`config.mk`:
```
export PLATFORM = sky130hd
export DESIGN_NAME = aux_io_system_control_regs_unit
export DESIGN_NICKNAME = d
export VERILOG_FILES = /design/src/rtl/aiosc_pkg.sv /design/src/rtl/aiosc_regfile.sv /design/src/rtl/aux_io_system_control_regs_unit.sv
export SDC_FILE = /design/constraint.sdc
export NUM_CORES = 1
export LEC_CHECK = 0
export BUFFER_PORTS_ARGS = -buffer_cell sky130_fd_sc_hd__buf_2
export CORE_UTILIZATION = 40
export CTS_CLUSTER_SIZE = 12
export DETAILED_ROUTE_END_ITERATION = 8
export PLACE_DENSITY = 0.74
export SYNTH_ARGS = -nofsm -noshare
export SYNTH_HDL_FRONTEND = slang
export SYNTH_SLANG_ARGS = --single-unit
```
`constraint.sdc`:
```
create_clock -name clk_i -period 1.8 [get_ports clk_i]
set_input_delay 0.18 -clock clk_i [delete_from_list [all_inputs] [get_ports clk_i]]
set_output_delay 0.18 -clock clk_i [all_outputs]
set_load 0.1 [all_outputs]
```
`src/rtl/aiosc_pkg.sv`:
```
package aiosc_pkg;

  // bus command carried in tuser
  typedef enum logic [1:0] {
    CMD_READ     = 2'd0,
    CMD_WRITE    = 2'd1,
    CMD_PWR_FAIL = 2'd2,
    CMD_NOP      = 2'd3
  } aiosc_cmd_e;

  // register select codes, address bits 27:16
  localparam int unsigned SelW = 12;
  localparam logic [SelW-1:0] SEL_CONFIG = 12'h180;
  localparam logic [SelW-1:0] SEL_AUX1   = 12'h190;
  localparam logic [SelW-1:0] SEL_AUX2   = 12'h191;
  localparam logic [SelW-1:0] SEL_DIAG   = 12'h1a0;
  localparam logic [SelW-1:0] SEL_MODEM  = 12'h1b0;
  localparam logic [SelW-1:0] SEL_SYSCTL = 12'h1f0;
  localparam logic [SelW-1:0] SEL_PWRMGT = 12'ha00;

  // status value after a system reset request
  localparam logic [1:0] SYSCTL_RESET_DONE = 2'd2;

  // one request into the register file
  typedef struct packed {
    aiosc_cmd_e  cmd;
    logic [27:0] address;
    logic [7:0]  write_data;
    logic        pwr_fail_line;
  } aiosc_req_t;

  // one response out of the register file
  typedef struct packed {
    logic       halt_request;
    logic       reset_request;
    logic       shutdown_request;
    logic       irq_level;
    logic [7:0] read_data;
  } aiosc_rsp_t;

endpackage

```
`src/rtl/aiosc_regfile.sv`:
```
module aiosc_regfile
  import aiosc_pkg::*;
(
  input  logic       clk_i,
  input  logic       rst_ni,
  input  logic       req_valid_i,
  input  aiosc_req_t req_i,
  output aiosc_rsp_t rsp_o
);

  logic [7:0] config_q, config_d;
  logic [7:0] aux1_q, aux1_d;
  logic [2:0] aux2_q, aux2_d;
  logic [7:0] diag_q, diag_d;
  logic [7:0] modem_q, modem_d;
  logic [1:0] sysctl_q, sysctl_d;
  logic [SelW-1:0] sel;

  assign sel = req_i.address[27:16];

  // decode the request, next register values and response
  always_comb begin
    config_d = config_q;
    aux1_d   = aux1_q;
    aux2_d   = aux2_q;
    diag_d   = diag_q;
    modem_d  = modem_q;
    sysctl_d = sysctl_q;
    rsp_o    = '0;
    unique case (req_i.cmd)
      CMD_READ: begin
        unique case (sel)
          SEL_CONFIG: rsp_o.read_data = config_q;
          SEL_AUX1:   rsp_o.read_data = aux1_q;
          SEL_AUX2:   rsp_o.read_data = {5'd0, aux2_q};
          SEL_DIAG:   rsp_o.read_data = diag_q;
          SEL_MODEM:  rsp_o.read_data = modem_q;
          SEL_SYSCTL: rsp_o.read_data = {6'd0, sysctl_q};
          default:    rsp_o.read_data = '0;
        endcase
      end
      CMD_WRITE: begin
        unique case (sel)
          SEL_CONFIG: config_d = req_i.write_data;
          SEL_AUX1:   aux1_d   = req_i.write_data;
          SEL_AUX2: begin
            // bit 1 clears the pending power-fail bit and is never stored
            if (req_i.write_data[1]) begin
              aux2_d = {2'b00, req_i.write_data[0]};
            end else begin
              aux2_d = {aux2_q[2], 1'b0, req_i.write_data[0]};
            end
            rsp_o.shutdown_request = req_i.write_data[0];
          end
          SEL_DIAG:   diag_d  = req_i.write_data;
          SEL_MODEM:  modem_d = req_i.write_data;
          SEL_SYSCTL: begin
            if (req_i.write_data[0]) begin
              sysctl_d            = SYSCTL_RESET_DONE;
              rsp_o.reset_request = 1'b1;
            end
          end
          SEL_PWRMGT: rsp_o.halt_request = 1'b1;
          default: ;
        endcase
      end
      CMD_PWR_FAIL: begin
        aux2_d[2] = req_i.pwr_fail_line & config_q[3];
      end
      CMD_NOP: ;
    endcase
    // interrupt level after this request
    rsp_o.irq_level = aux2_d[2] & config_d[3];
  end

  // register state, updated only on an accepted request
  always_ff @(posedge clk_i or negedge rst_ni) begin
    if (!rst_ni) begin
      config_q <= '0;
      aux1_q   <= '0;
      aux2_q   <= '0;
      diag_q   <= '0;
      modem_q  <= '0;
      sysctl_q <= '0;
    end else if (req_valid_i) begin
      config_q <= config_d;
      aux1_q   <= aux1_d;
      aux2_q   <= aux2_d;
      diag_q   <= diag_d;
      modem_q  <= modem_d;
      sysctl_q <= sysctl_d;
    end
  end

endmodule

```
`src/rtl/aux_io_system_control_regs_unit.sv`:
```
// Auxiliary I/O and system control byte register block.
// Requests enter on the s_axis channel: tuser holds the command (read,
// write, power-fail event, no-op), tdata the address, write byte and
// power-fail level. Register select is address bits 27:16.
// Every request yields exactly one response on the m_axis channel with
// the read byte, the interrupt level after the request and three
// one-response pulses: shutdown, reset and halt requests.
// A request's response is registered and shown in the cycle after the
// request is accepted. The block takes one request per cycle while the
// receiver does not stall; the register file is updated and the response
// captured in the same cycle, so the response register is the only stage.
// A request is taken whenever the response register is empty or being
// drained, so a stalled receiver holds the response stable and stops new
// requests only while it stays stalled.
// Reset clears the register file and drops the response valid, but not the
// response payload register; the block is ready in the first cycle after reset.
module aux_io_system_control_regs_unit
  import aiosc_pkg::*;
(
  input  logic        clk_i,
  input  logic        rst_ni,
  input  logic        s_axis_tvalid_i,
  output logic        s_axis_tready_o,
  // [27:0] address, [35:28] write_data, [36] pwr_fail_line, [39:37] zero
  input  logic [39:0] s_axis_tdata_i,
  // [1:0] command
  input  logic [1:0]  s_axis_tuser_i,
  output logic        m_axis_tvalid_o,
  input  logic        m_axis_tready_i,
  // [7:0] read_data, [8] irq_level, [9] shutdown_request,
  // [10] reset_request, [11] halt_request, [15:12] zero
  output logic [15:0] m_axis_tdata_o
);

  aiosc_req_t req;
  aiosc_rsp_t rsp;
  aiosc_rsp_t rsp_q;
  logic       valid_q, valid_d;
  logic       accept;

  // unpack the request
  assign req.cmd           = aiosc_cmd_e'(s_axis_tuser_i);
  assign req.address       = s_axis_tdata_i[27:0];
  assign req.write_data    = s_axis_tdata_i[35:28];
  assign req.pwr_fail_line = s_axis_tdata_i[36];

  assign s_axis_tready_o = !valid_q || m_axis_tready_i;
  assign accept          = s_axis_tvalid_i && s_axis_tready_o;

  aiosc_regfile u_regfile (
    .clk_i       (clk_i),
    .rst_ni      (rst_ni),
    .req_valid_i (accept),
    .req_i       (req),
    .rsp_o       (rsp)
  );

  // response valid
  always_comb begin
    valid_d = valid_q;
    if (accept) begin
      valid_d = 1'b1;
    end else if (m_axis_tready_i) begin
      valid_d = 1'b0;
    end
  end

  always_ff @(posedge clk_i or negedge rst_ni) begin
    if (!rst_ni) begin
      valid_q <= 1'b0;
    end else begin
      valid_q <= valid_d;
    end
  end

  // response payload
  always_ff @(posedge clk_i) begin
    if (accept) begin
      rsp_q <= rsp;
    end
  end

  assign m_axis_tvalid_o = valid_q;
  assign m_axis_tdata_o  = {4'd0, rsp_q};

endmodule

```
After elaboration in Yosys (flattened, before gate mapping):

Cells that the tools add are included.

* flip-flop bits (word level): 49
* input bits: 46
* output and inout bits: 18
* word-level logic and storage cells: 48

* eq/ne operators: 9
* muxes and demuxes: 10
* bitwise logic cells: 2
* reduce and logical (&&, ||, !) cells: 13

Operators with widths (count)
* == test 12 x 9 -> 1 bit (second input constant): 6
* case mux 8 bit (6 select lines): 1
* AND reduction 3 bit: 5
* == test 12 bit (second input constant): 1
* two-way mux 4 bit: 2
* two-way mux 3 bit: 2
* two-way mux 1 bit: 4
* AND reduction 2 bit: 2
* AND reduction 4 bit: 1
* AND 1 bit: 2
* == test 2 x 1 -> 1 bit (second input constant): 1
* == test 2 bit (second input constant): 1
* logical NOT 2 bit: 1
* case mux 1 bit (2 select lines): 1
* nonzero test 2 bit: 1
* logical AND 1 bit: 1
* logical NOT 1 bit: 1
* logical OR 1 bit: 1

Logic depth before layout (Yosys ltp):

Gate-level depths: netlist of the first run.

* depth after elaboration: 4
* depth in mapped cells: 6
* depth with buffers taken out: 5

Modules after synthesis:

A second synthesis of the first run with hierarchy kept.

* cells, all modules: 180
* area total of the unflattened synthesis: 2394.8 um^2

By module, submodules not included
* aiosc_regfile: times used 1, cells each 159, area an instance 1946.9 um^2, sequential area each 875.8 um^2
* aux_io_system_control_regs_unit: times used 1, cells each 21, area an instance 447.9 um^2, sequential area each 385.4 um^2

Worst setup path after synthesis of the first run:

Ideal clock, no wire load.

* path type: reg2reg
* start: register valid_q (netlist: m_axis_tvalid_o)
* end: register u_regfile.diag_q[0]
* setup time: 0.125 ns
* arrival time: 2.996 ns
* required time: 1.675 ns
* slack: -1.321 ns
* cell stages (with the launch flop): 5
* buffers on the path: 0
* path through: dfrtp_1 -> nand2b_1 -> nand3_1 -> nor3_2 -> mux2_2

* word-level cells in the longest chain between the ends: 4

Ends and longest elaborated chain
* from (decl): RTL line aux_io_system_control_regs_unit.sv:38 `logic valid_q, valid_d;`
* from (signal assigned): RTL line aux_io_system_control_regs_unit.sv:72 `valid_q <= valid_d;`
* logical NOT 1 bit: RTL line aux_io_system_control_regs_unit.sv:47 `assign s_axis_tready_o = !valid_q || m_axis_tready_i;`
* logical OR 1 bit: RTL line aux_io_system_control_regs_unit.sv:47
* named net s_axis_tready_o: RTL line aux_io_system_control_regs_unit.sv:23 `output logic s_axis_tready_o,`
* logical AND 1 bit: RTL line aux_io_system_control_regs_unit.sv:48 `assign accept = s_axis_tvalid_i && s_axis_tready_o;`
* AND reduction 3 bit (no line)
* to (signal assigned): RTL line aiosc_regfile.sv:89 `diag_q <= diag_d;`
* to (decl): RTL line aiosc_regfile.sv:14 `logic [7:0] diag_q, diag_d;`

The timed path passes the listed nets, and every way through them passes these cells.
A chain may end at the register's enable or synchronous reset.

Worst setup path after layout of the first run:

* start: register valid_q (netlist: m_axis_tvalid_o)
* end: register u_regfile.aux1_q[2]

* word-level cells in the longest chain between the ends: 4

Ends and longest elaborated chain
* logical NOT 1 bit: RTL line aux_io_system_control_regs_unit.sv:47
* logical OR 1 bit: RTL line aux_io_system_control_regs_unit.sv:47
* logical AND 1 bit: RTL line aux_io_system_control_regs_unit.sv:48
* AND reduction 3 bit (no line)
* to (signal assigned): RTL line aiosc_regfile.sv:87 `aux1_q <= aux1_d;`
* to (decl): RTL line aiosc_regfile.sv:12 `logic [7:0] aux1_q, aux1_d;`

No other way between the ends.

==> flow_metrics.py, run 1 <==
metrics = {
    "outcome": {
        "outcome": "complete, no violations",
    },
    "die": {
        "ios": 64,
        "fp-row-count": 27,
        "die-area_sq_mm": 0.006262,
        "die_h_microns": 79.13,
        "core_area_sq_mm": 0.005608,
        "initial_core_util": 0.4244,
        "die_w_microns": 79.13,
    },
    "clock_tree": {
        "cts_repair_resize_count": 0,
        "clkSinkCount": 48,
        "clock_latency_ps": 300,
        "cts_max_level": 2,
        "clk_pin_slew_ps": 90,
        "clock_path_buffers": 2,
        "cts_buffers": 5,
        "cts_tree": "done",
        "cts_root_buf": "clkbuf_8",
    },
    "yosys": {
        "synth_edf_count": 12,
        "yosys-top-cells-count": "mux2_2, dfrtp_1, edfxtp_1, a22oi_1, nand2_1",
        "yosysTopAreaCell": "dfrtp_1",
        "ys.flop_type": "dfrtp_1",
        "synth_top_area_frac": 0.3785,
        "ys_top_cells_by_area": "dfrtp_1, mux2_2, edfxtp_1",
        "yosys.cell_types.count": 41,
        "syn_avg_cell_area_sq_um": 13.22,
        "async_reset_ff_frac": 0.7500,
        "yosys_register_bits": 48,
        "synth_most_common_cell": "mux2_2",
        "synth_area_sq_mm": 0.002380,
        "ys_warn_count": 0,
        "ys_seq_area_frac": 0.5300,
        "syn_inst": 180,
    },
    "placement": {
        "dp_hpwl_microns": 4011,
        "place_congestion": 0.8878,
        "portBuffers": 40,
    },
    "detailed_routing": {
        "initialDrtViolationCount": 93,
        "wl_per_cell_microns": 16.34,
        "drc": 0,
        "final_antenna_net_count": 0,
        "wirelength_microns": 5294,
        "dr.pass1.iters": 4,
        "drt-vias-per-instance": 5.306,
        "num_vias": 1719,
    },
    "worst_setup_path": {
        "cp_top_family": "simple AND/OR/NAND/NOR gates",
        "slowest_stage": "dfrtp_4",
        "cp.depth": 5,
        "worstRegToRegCells": 5,
        "cp_slowest_stage_delay_ps": 490,
        "cp-end-kind": "flip-flop",
        "cp_max_fo": 5,
        "path_buf_inv": 1,
        "worstSetupPathType": "reg2reg",
        "crit_chain": "nand2b_4, nand3_4, nor4_4, buf_4, mux2_2",
        "crit_required_ps": 2000,
        "crit_arrival_ps": 1900,
        "crit_path_start_kind": "flip-flop",
    },
    "sta": {
        "rsz0062_at_grt": "false",
        "slew_viol_final": 0,
        "finalSetupTns_ps": 0,
        "fin_crit_ps": 1707,
        "clock_skew_ps": 2.765,
        "setup_viol": 0,
        "hold_viol_final": 0,
        "fin_crit_sh": 0.9481,
        "fmax_ghz": 0.5860,
    },
    "global_route": {
        "antenna_found_initial": 0,
        "grt_pass1_vias": 1689,
        "grtUsageTotal": 0.1835,
        "grt_max_degree": 24,
        "grt_overflow": 0,
        "grt_pass1_wl_microns": 8631,
    },
    "power_and_ir_drop": {
        "ir_drop_v": 0.0002902,
        "leakagePower_nw": 1.447,
        "power_density_mw_per_mm2": 685.1,
        "total_power_mw": 2.102,
    },
    "final_layout": {
        "antenna_cells": 0,
        "final_nets": 300,
        "area_growth_pct": 28.92,
        "drive_above_1_share": 0.5119,
    },
    "worst_hold_path": {
        "min_path_cells": 2,
        "worst_hold_path_type": "in2reg",
    },
    "job": {
        "drv_cap": 0,
    },
}
report_power, final:
part,switching (mW),leakage [nW],total [mW],internal (mW)
registers,0.00417,0.619,1.13,1.13
logic,0.250,0.780,0.329,0.0798
clock network,0.368,0.0479,0.639,0.271
total,0.622,1.45,2.10,1.48
worst paths after layout:
| check | from | end | slack [ps] |
|---|---|---|---|
| worst max-delay path | m_axis_tvalid_o | u_regfile.aux1_q[2] | 90 |
| worst min-delay path | s_axis_tvalid_i | m_axis_tvalid_o | 120 |
| worst max register to register | m_axis_tvalid_o | u_regfile.aux1_q[2] | 90 |
| max in group asynchronous | rst_ni | u_regfile.config_q[1] | 880 |
| min in group asynchronous | rst_ni | u_regfile.config_q[4] | 310 |
| worst min register to register | u_regfile.sysctl_q[1] | u_regfile.sysctl_q[1] | 500 |
metal layers:
| metal | vias to the layer above | share of wire | track usage |
|---|---|---|---|
| met2 | 53 | 0.48 | 0.2940 |
| met3 | 7 | 0.049 | 0.03448 |
| met4 | 0 | 0.013 | 0.06727 |
| li1 | 815 | - | - |
| met1 | 844 | 0.46 | 0.2467 |
| met5 | - | 0 | 0 |
what timing repair did:
item | in CTS | in global routing
setup buffers | 0 | 0
endpoints found under the hold margin | 13 | 0
hold buffers | 1 | 0
area by class of cell:
cell class	count	area, sq um
well taps	72	90.09
repair buffers	70	440.4
multi-input cells	121	1166
clock buffers	5	68.82
flip-flops and latches	48	1265
fillers	493	2540
inverters	5	18.77
clock inverters	3	18.77
metrics by stage:
stage                       util  worst slack, ps  area [sq um]  cells  hold WS, ps
after floorplan                -           -308.9          2499    183       -115.6
after detailed placement  0.5297           -100.5          2970    315        112.4
final                     0.5471            93.37          3068    324        124.6
after CTS                 0.5471            94.01          3068    324        126.1
after global placement    0.5297           -61.30          2970    315        111.5
after global routing      0.5471            41.16          3068    324        133.4
cells by family after synthesis:
kind of cell    Yosys count  synth area share
simple gates             47            0.1393
other cells               1          0.001576
fa+ha+maj                 3           0.01577
flops                    48            0.5300
mux                      42            0.2029
buf+inv                  14           0.02839
compound gates           25           0.08202
cell usage in the layout (no fill, tap or decap), types with 2 or more instances in the layout:
cell type  count
mux2_4        19
nor2b_1        2
clkbuf_8       5
nor4_1         4
conb_1         4
buf_4         28
nor2_1         6
nand2_1        7
o22a_1         2
edfxtp_1      12
nor3_4         2
a22o_1         5
ha_1           3
mux2_2        21
o21ai_0        2
inv_1          5
nor4_4         2
buf_2         40
nand2b_1       4
a22oi_1       10
nand3_1        3
nor3_1         4
clkinv_2       2
dfrtp_1       35
registers in the layout, indices dropped and copies added, names as in the netlist:
name                count
m_axis_tdata_o         12
u_regfile.aux2_q        2
u_regfile.sysctl_q      1
u_regfile.aux1_q        8
m_axis_tvalid_o         1
u_regfile.modem_q       8
u_regfile.diag_q        8
u_regfile.config_q      8
Power figures use the tool's default switching activity.
==> run 2, diff against run 1 <==
--- a/config.mk
+++ b/config.mk
@@ -6,10 +6,10 @@
 export NUM_CORES = 1
 export LEC_CHECK = 0
 export BUFFER_PORTS_ARGS = -buffer_cell sky130_fd_sc_hd__buf_2
-export CORE_UTILIZATION = 40
+export CORE_UTILIZATION = 47
 export CTS_CLUSTER_SIZE = 12
 export DETAILED_ROUTE_END_ITERATION = 8
-export PLACE_DENSITY = 0.74
+export PLACE_DENSITY = 0.83
 export SYNTH_ARGS = -nofsm -noshare
 export SYNTH_HDL_FRONTEND = slang
 export SYNTH_SLANG_ARGS = --single-unit
==> run 2 against run 1 <==
Against the previous run:
- clock power is 12% higher
- fmax barely moved
- register-to-register slack is essentially flat
==> flow_metrics.py, run 2 (synthesis results as in run 1) <==
metrics = {
    "placement": {
        "placedInstanceArea_sq_mm": 0.002929,
        "dp_hpwl_microns": 3943,
        "portBuffers": 40,
        "place_congestion": 0.8610,
    },
    "final_layout": {
        "layout_common_cells": "buf_2, dfrtp_1, buf_4",
        "final_nets": 297,
        "drive_above_1_share": 0.5060,
        "area_growth_pct": 27.92,
        "antenna_cells": 0,
        "layout_commonest_cell": "buf_2",
        "fin_util": 0.6361,
        "largest_reg_flops": 12,
        "final_cell_area_sq_mm": 0.003044,
    },
    "detailed_routing": {
        "drc": 0,
        "num_vias": 1740,
        "wl_per_cell_microns": 16.75,
        "dr.pass1.iters": 4,
        "final_antenna_net_count": 0,
        "wirelength_microns": 5292,
        "drt-vias-per-instance": 5.506,
        "initialDrtViolationCount": 116,
    },
    "worst_setup_path": {
        "crit_path_start_kind": "flip-flop",
        "path_buf_inv": 1,
        "cp_top_family": "simple AND/OR/NAND/NOR gates",
        "rrSetupSlack_ps": 90,
        "slowest_stage": "dfrtp_4",
        "cp-end-kind": "flip-flop",
        "cp_max_fo": 5,
        "cp_slowest_stage_delay_ps": 490,
        "worstSetupPathType": "reg2reg",
        "crit_required_ps": 1990,
        "crit_arrival_ps": 1900,
        "crit_chain": "nand2b_4, nand3_4, nor4_4, buf_4, mux2_2",
    },
    "global_route": {
        "grt_pass1_wl_microns": 8783,
        "grt-busiest-layer": "met2",
        "grt_pass1_vias": 1795,
        "grt_overflow": 0,
        "grt_max_degree": 27,
        "global_route.usage.met2": 0.3807,
        "grtUsageMet1": 0.2913,
        "use_met3": 0.04282,
        "antenna_found_initial": 0,
        "grtUsageTotal": 0.2242,
    },
    "clock_tree": {
        "cts_max_level": 2,
        "clock_latency_ps": 300,
        "cts_buffers": 5,
        "postCtsSetupBuffers": 0,
        "cts_root_buf": "clkbuf_8",
        "clock_path_buffers": 2,
        "clkSinkCount": 48,
        "cts_tree": "done",
        "clk_pin_slew_ps": 90,
    },
    "die": {
        "die-area_sq_mm": 0.005352,
        "core_area_sq_mm": 0.004786,
        "fp-row-count": 25,
        "die_w_microns": 73.16,
        "ios": 64,
        "initial_core_util": 0.4973,
        "die_h_microns": 73.16,
    },
    "sta": {
        "clock_skew_ps": 5.707,
        "fmax_ghz": 0.5854,
        "rsz0062_at_grt": "false",
        "slew_viol_final": 0,
        "fin_crit_sh": 0.9490,
        "fin_crit_ps": 1708,
        "slew_headroom": 0.6236,
        "setup_viol": 0,
        "hold_viol_final": 0,
        "worstMarginPinSlew_ps": 564.0,
        "finalSetupTns_ps": 0,
    },
    "power_and_ir_drop": {
        "leakagePower_nw": 1.436,
        "power_density_mw_per_mm2": 712.0,
        "ir_drop_v": 0.0005527,
        "total_power_mw": 2.168,
    },
    "job": {
        "drv_cap": 0,
    },
    "worst_hold_path": {
        "worst_hold_path_type": "in2reg",
    },
    "outcome": {
        "outcome": "complete, no violations",
    },
}
-- run 2: changes by cell type in the layout (fill, tap and decap cells not counted), sizes merged --
cell    before  now
buf         69   66
clkinv       3    1
clkbuf       5    6
inv          5    6
-- run 2: report_power, final --
| part | internal [mW] | leakage [nW] | switching, mW | total, mW |
|---|---|---|---|---|
| Sequential | 1.13 | 0.619 | 0.00421 | 1.13 |
| Clock | 0.356 | 0.0566 | 0.360 | 0.717 |
| Combinational | 0.0700 | 0.760 | 0.247 | 0.317 |
| Total | 1.56 | 1.44 | 0.612 | 2.17 |
-- run 2: what timing repair did --
item,CTS,global route
hold buffers,1,0
endpoints found under the hold margin,10,0
resized for setup,0,0
-- run 2: final timing paths --
kind                                        from               endpoint  cells past startpoint
max                              m_axis_tvalid_o    u_regfile.aux1_q[1]                      5
min                              s_axis_tvalid_i        m_axis_tvalid_o                      2
max reg2reg                      m_axis_tvalid_o    u_regfile.aux1_q[1]                      5
min reg2reg                u_regfile.sysctl_q[1]  u_regfile.sysctl_q[1]                      1
max in group asynchronous                 rst_ni    u_regfile.aux1_q[2]                      3
min in group asynchronous                 rst_ni  u_regfile.sysctl_q[1]                      2
-- run 2: worst register-to-register path, stage by stage, from the launching register on --
cell,delay [ps]
dfrtp_4,490
nand2b_4,100
nand3_4,160
nor4_4,320
buf_4,190
mux2_2,330
-- run 2: per-stage QoR --
| stage | instances | hold slack, ps | worst slack [ps] |
|---|---|---|---|
| floorplan | 183 | -115.6 | -308.9 |
| global route | 316 | 135.5 | 5.151 |
| finish | 316 | 130.0 | 91.87 |
| global placement | 307 | 67.89 | -89.62 |
| detailed placement | 307 | 72.03 | -94.81 |
| CTS | 316 | 133.5 | 89.61 |
-- run 2: per-layer routing --
metal  up-vias  part of all wire
li1        808                 -
met1       870              0.46
met2        54              0.48
met3         8             0.044
met4         0             0.015
met5         -                 0
-- run 2: layout make-up --
type / count / area (sq um)
Clock buffer: 6 / 93.84
Sequential cell: 48 / 1265
Fill cell: 360 / 1742
Clock inverter: 2 / 11.26
Tap cell: 67 / 83.83
Multi-Input combinational cell: 121 / 1166
Inverter: 5 / 18.77
Timing Repair Buffer: 67 / 405.4
==> run 3, diff against run 2 <==
--- a/config.mk
+++ b/config.mk
@@ -5,11 +5,11 @@
 export SDC_FILE = /design/constraint.sdc
 export NUM_CORES = 1
 export LEC_CHECK = 0
-export BUFFER_PORTS_ARGS = -buffer_cell sky130_fd_sc_hd__buf_2
+export BUFFER_PORTS_ARGS = -buffer_cell sky130_fd_sc_hd__clkbuf_2
 export CORE_UTILIZATION = 47
 export CTS_CLUSTER_SIZE = 12
 export DETAILED_ROUTE_END_ITERATION = 8
-export PLACE_DENSITY = 0.83
+export PLACE_DENSITY_LB_ADDON = 0.08
 export SYNTH_ARGS = -nofsm -noshare
 export SYNTH_HDL_FRONTEND = slang
 export SYNTH_SLANG_ARGS = --single-unit
==> run 3 against run 2 <==
Against the previous run:
- via count decreased by 0.46%
- clock-buffer cell count up 1
- critical path depth unchanged
- global-route usage increased by 0.70 points
- wire length rose by 5.0%
- clock skew up 3.4 ps
- hold slack better by 16 ps
- sequential power about the same
- cell count unchanged
- combinational power is 2% higher
- sequential share of layout area shrank 0.24 points
- critical path type unchanged
- largest power group unchanged
- highest routed layer unchanged
==> flow_metrics.py, run 3 (synthesis results as in run 1) <==
metrics = {
    "global_route": {
        "antenna_found_initial": 0,
        "grtUsageTotal": 0.2312,
        "grt_pass1_wl_microns": 9066,
        "grt_overflow": 0,
        "grt_pass1_vias": 1794,
        "grt_max_degree": 27,
    },
    "detailed_routing": {
        "drc": 0,
        "final_antenna_net_count": 0,
        "dr.pass1.iters": 4,
        "num_vias": 1732,
        "drt-vias-per-instance": 5.481,
        "wirelength_microns": 5555,
        "wl_per_cell_microns": 17.58,
        "initialDrtViolationCount": 94,
    },
    "clock_tree": {
        "cts_tree": "done",
        "clock_path_buffers": 2,
        "cts_hold_buf": 1,
        "clock_latency_ps": 300,
        "cts_max_level": 2,
        "clk_pin_slew_ps": 80,
        "postCtsSetupBuffers": 0,
        "cts_root_buf": "clkbuf_8",
        "clkSinkCount": 48,
        "cts_repair_resize_count": 0,
        "cts_buffers": 5,
    },
    "power_and_ir_drop": {
        "leakagePower_nw": 1.438,
        "ir_drop_v": 0.0005568,
        "power_density_mw_per_mm2": 679.5,
    },
    "worst_setup_path": {
        "r2r_end": "u_regfile.aux1_q[0]",
        "cp-end-kind": "flip-flop",
        "cp_max_fo": 8,
        "crit_path_start_kind": "flip-flop",
        "worstRegToRegCells": 5,
        "crit_arrival_ps": 1870,
        "crit_required_ps": 1980,
        "rrSetupSlack_ps": 110,
        "worstSetupPathType": "reg2reg",
        "r2r-start": "m_axis_tvalid_o",
    },
    "final_layout": {
        "area_growth_pct": 28.65,
        "fillCellCount": 386,
        "layout_common_cells": "clkbuf_2, dfrtp_1, buf_4",
        "largest_reg_flops": 12,
        "final_nets": 297,
        "multi_input_area_sq_mm": 0.001166,
        "final_cell_area_sq_mm": 0.003062,
        "regArea_sq_mm": 0.001265,
        "fin_util": 0.6397,
        "final_cells": 316,
        "layout_commonest_cell": "clkbuf_2",
        "antenna_cells": 0,
        "drive_above_1_share": 0.4980,
    },
    "die": {
        "core_area_sq_mm": 0.004786,
        "fp-row-count": 25,
        "die_h_microns": 73.16,
        "die-area_sq_mm": 0.005352,
        "initial_core_util": 0.4973,
        "die_w_microns": 73.16,
        "ios": 64,
    },
    "sta": {
        "worstMarginPinSlew_ps": 686.1,
        "clock_skew_ps": 9.157,
        "slew_viol_final": 0,
        "finalSetupTns_ps": 0,
        "worst_slack_ps": 108.4,
        "hold_viol_final": 0,
        "slew_headroom": 0.5426,
        "fin_crit_sh": 0.9398,
        "setup_viol": 0,
        "rsz0062_at_grt": "false",
        "fin_crit_ps": 1692,
        "fmax_ghz": 0.5912,
    },
    "worst_hold_path": {
        "hp-start": "s_axis_tvalid_i",
        "worst_hold_path_type": "in2reg",
        "hold-path-endpoint": "m_axis_tvalid_o",
        "min_path_cells": 2,
    },
    "placement": {
        "placedInstanceArea_sq_mm": 0.002967,
        "portBuffers": 40,
        "place_ws_ps": -147.1,
        "place_congestion": 0.9074,
        "place_inst": 307,
        "dp_hpwl_microns": 4205,
    },
    "job": {
        "drv_cap": 0,
    },
    "outcome": {
        "outcome": "complete, no violations",
    },
}
run 3: cell count changes in the layout (fill, tap and decap cells not counted), moves of 2 or more:
| cell | previous run | this run |
|---|---|---|
| buf_2 | 40 | 0 |
| clkbuf_2 | 0 | 40 |
| buf_12 | 0 | 3 |
| buf_4 | 26 | 23 |
| clkbuf_1 | 0 | 2 |
run 3: per-layer routing:
metal	part of all wire	vias up	wire length, microns	GRT usage
met5	0	-	0	0
met4	0.012	0	67	0.08061
met3	0.043	8	237	0.04144
met2	0.49	55	2721	0.3745
met1	0.46	861	2528	0.3123
li1	-	808	-	-
run 3: metrics by stage:
step / hold slack, ps / power, mW
after floorplan: -115.6 / 1.367
after global placement: 238.3 / 1.474
after detailed placement: 254.8 / 1.480
after CTS: 145.2 / 2.098
after global routing: 152.3 / 2.165
final: 146.5 / 2.080
run 3: power by group:
part / total [mW] / internal (mW) / switching, mW
logic: 0.324 / 0.0744 / 0.249
clock network: 0.622 / 0.278 / 0.344
registers: 1.13 / 1.13 / 0.00489
run 3: layout make-up:
class,instances,area share
clock inverter,1,0.002861
tap,67,0.02738
inverter,5,0.006130
multi-input combinational,121,0.3809
sequential,48,0.4132
clock buffer,7,0.02493
timing repair buffer,67,0.1447
run 3: critical path, cell delays in order (launching register included):
cell,delay [ps]
dfrtp_4,490
nand2b_4,100
nand3_4,150
nor4_4,340
buf_12,170
mux2_2,330
run 3: worst max-delay path by stage:
stage | startpoint | end | slack, ps | depth (start not counted)
2_1_floorplan | m_axis_tvalid_o | u_regfile.aux1_q[0] | -310 | 4
3_3_place_gp | s_axis_tdata_i[25] | u_regfile.diag_q[1] | -120 | 7
3_5_place_dp | s_axis_tdata_i[25] | u_regfile.diag_q[7] | -150 | 7
4_1_cts | m_axis_tvalid_o | u_regfile.aux1_q[0] | 90 | 5
5_1_grt | m_axis_tvalid_o | u_regfile.aux1_q[0] | 40 | 5
6_report | m_axis_tvalid_o | u_regfile.aux1_q[0] | 110 | 5
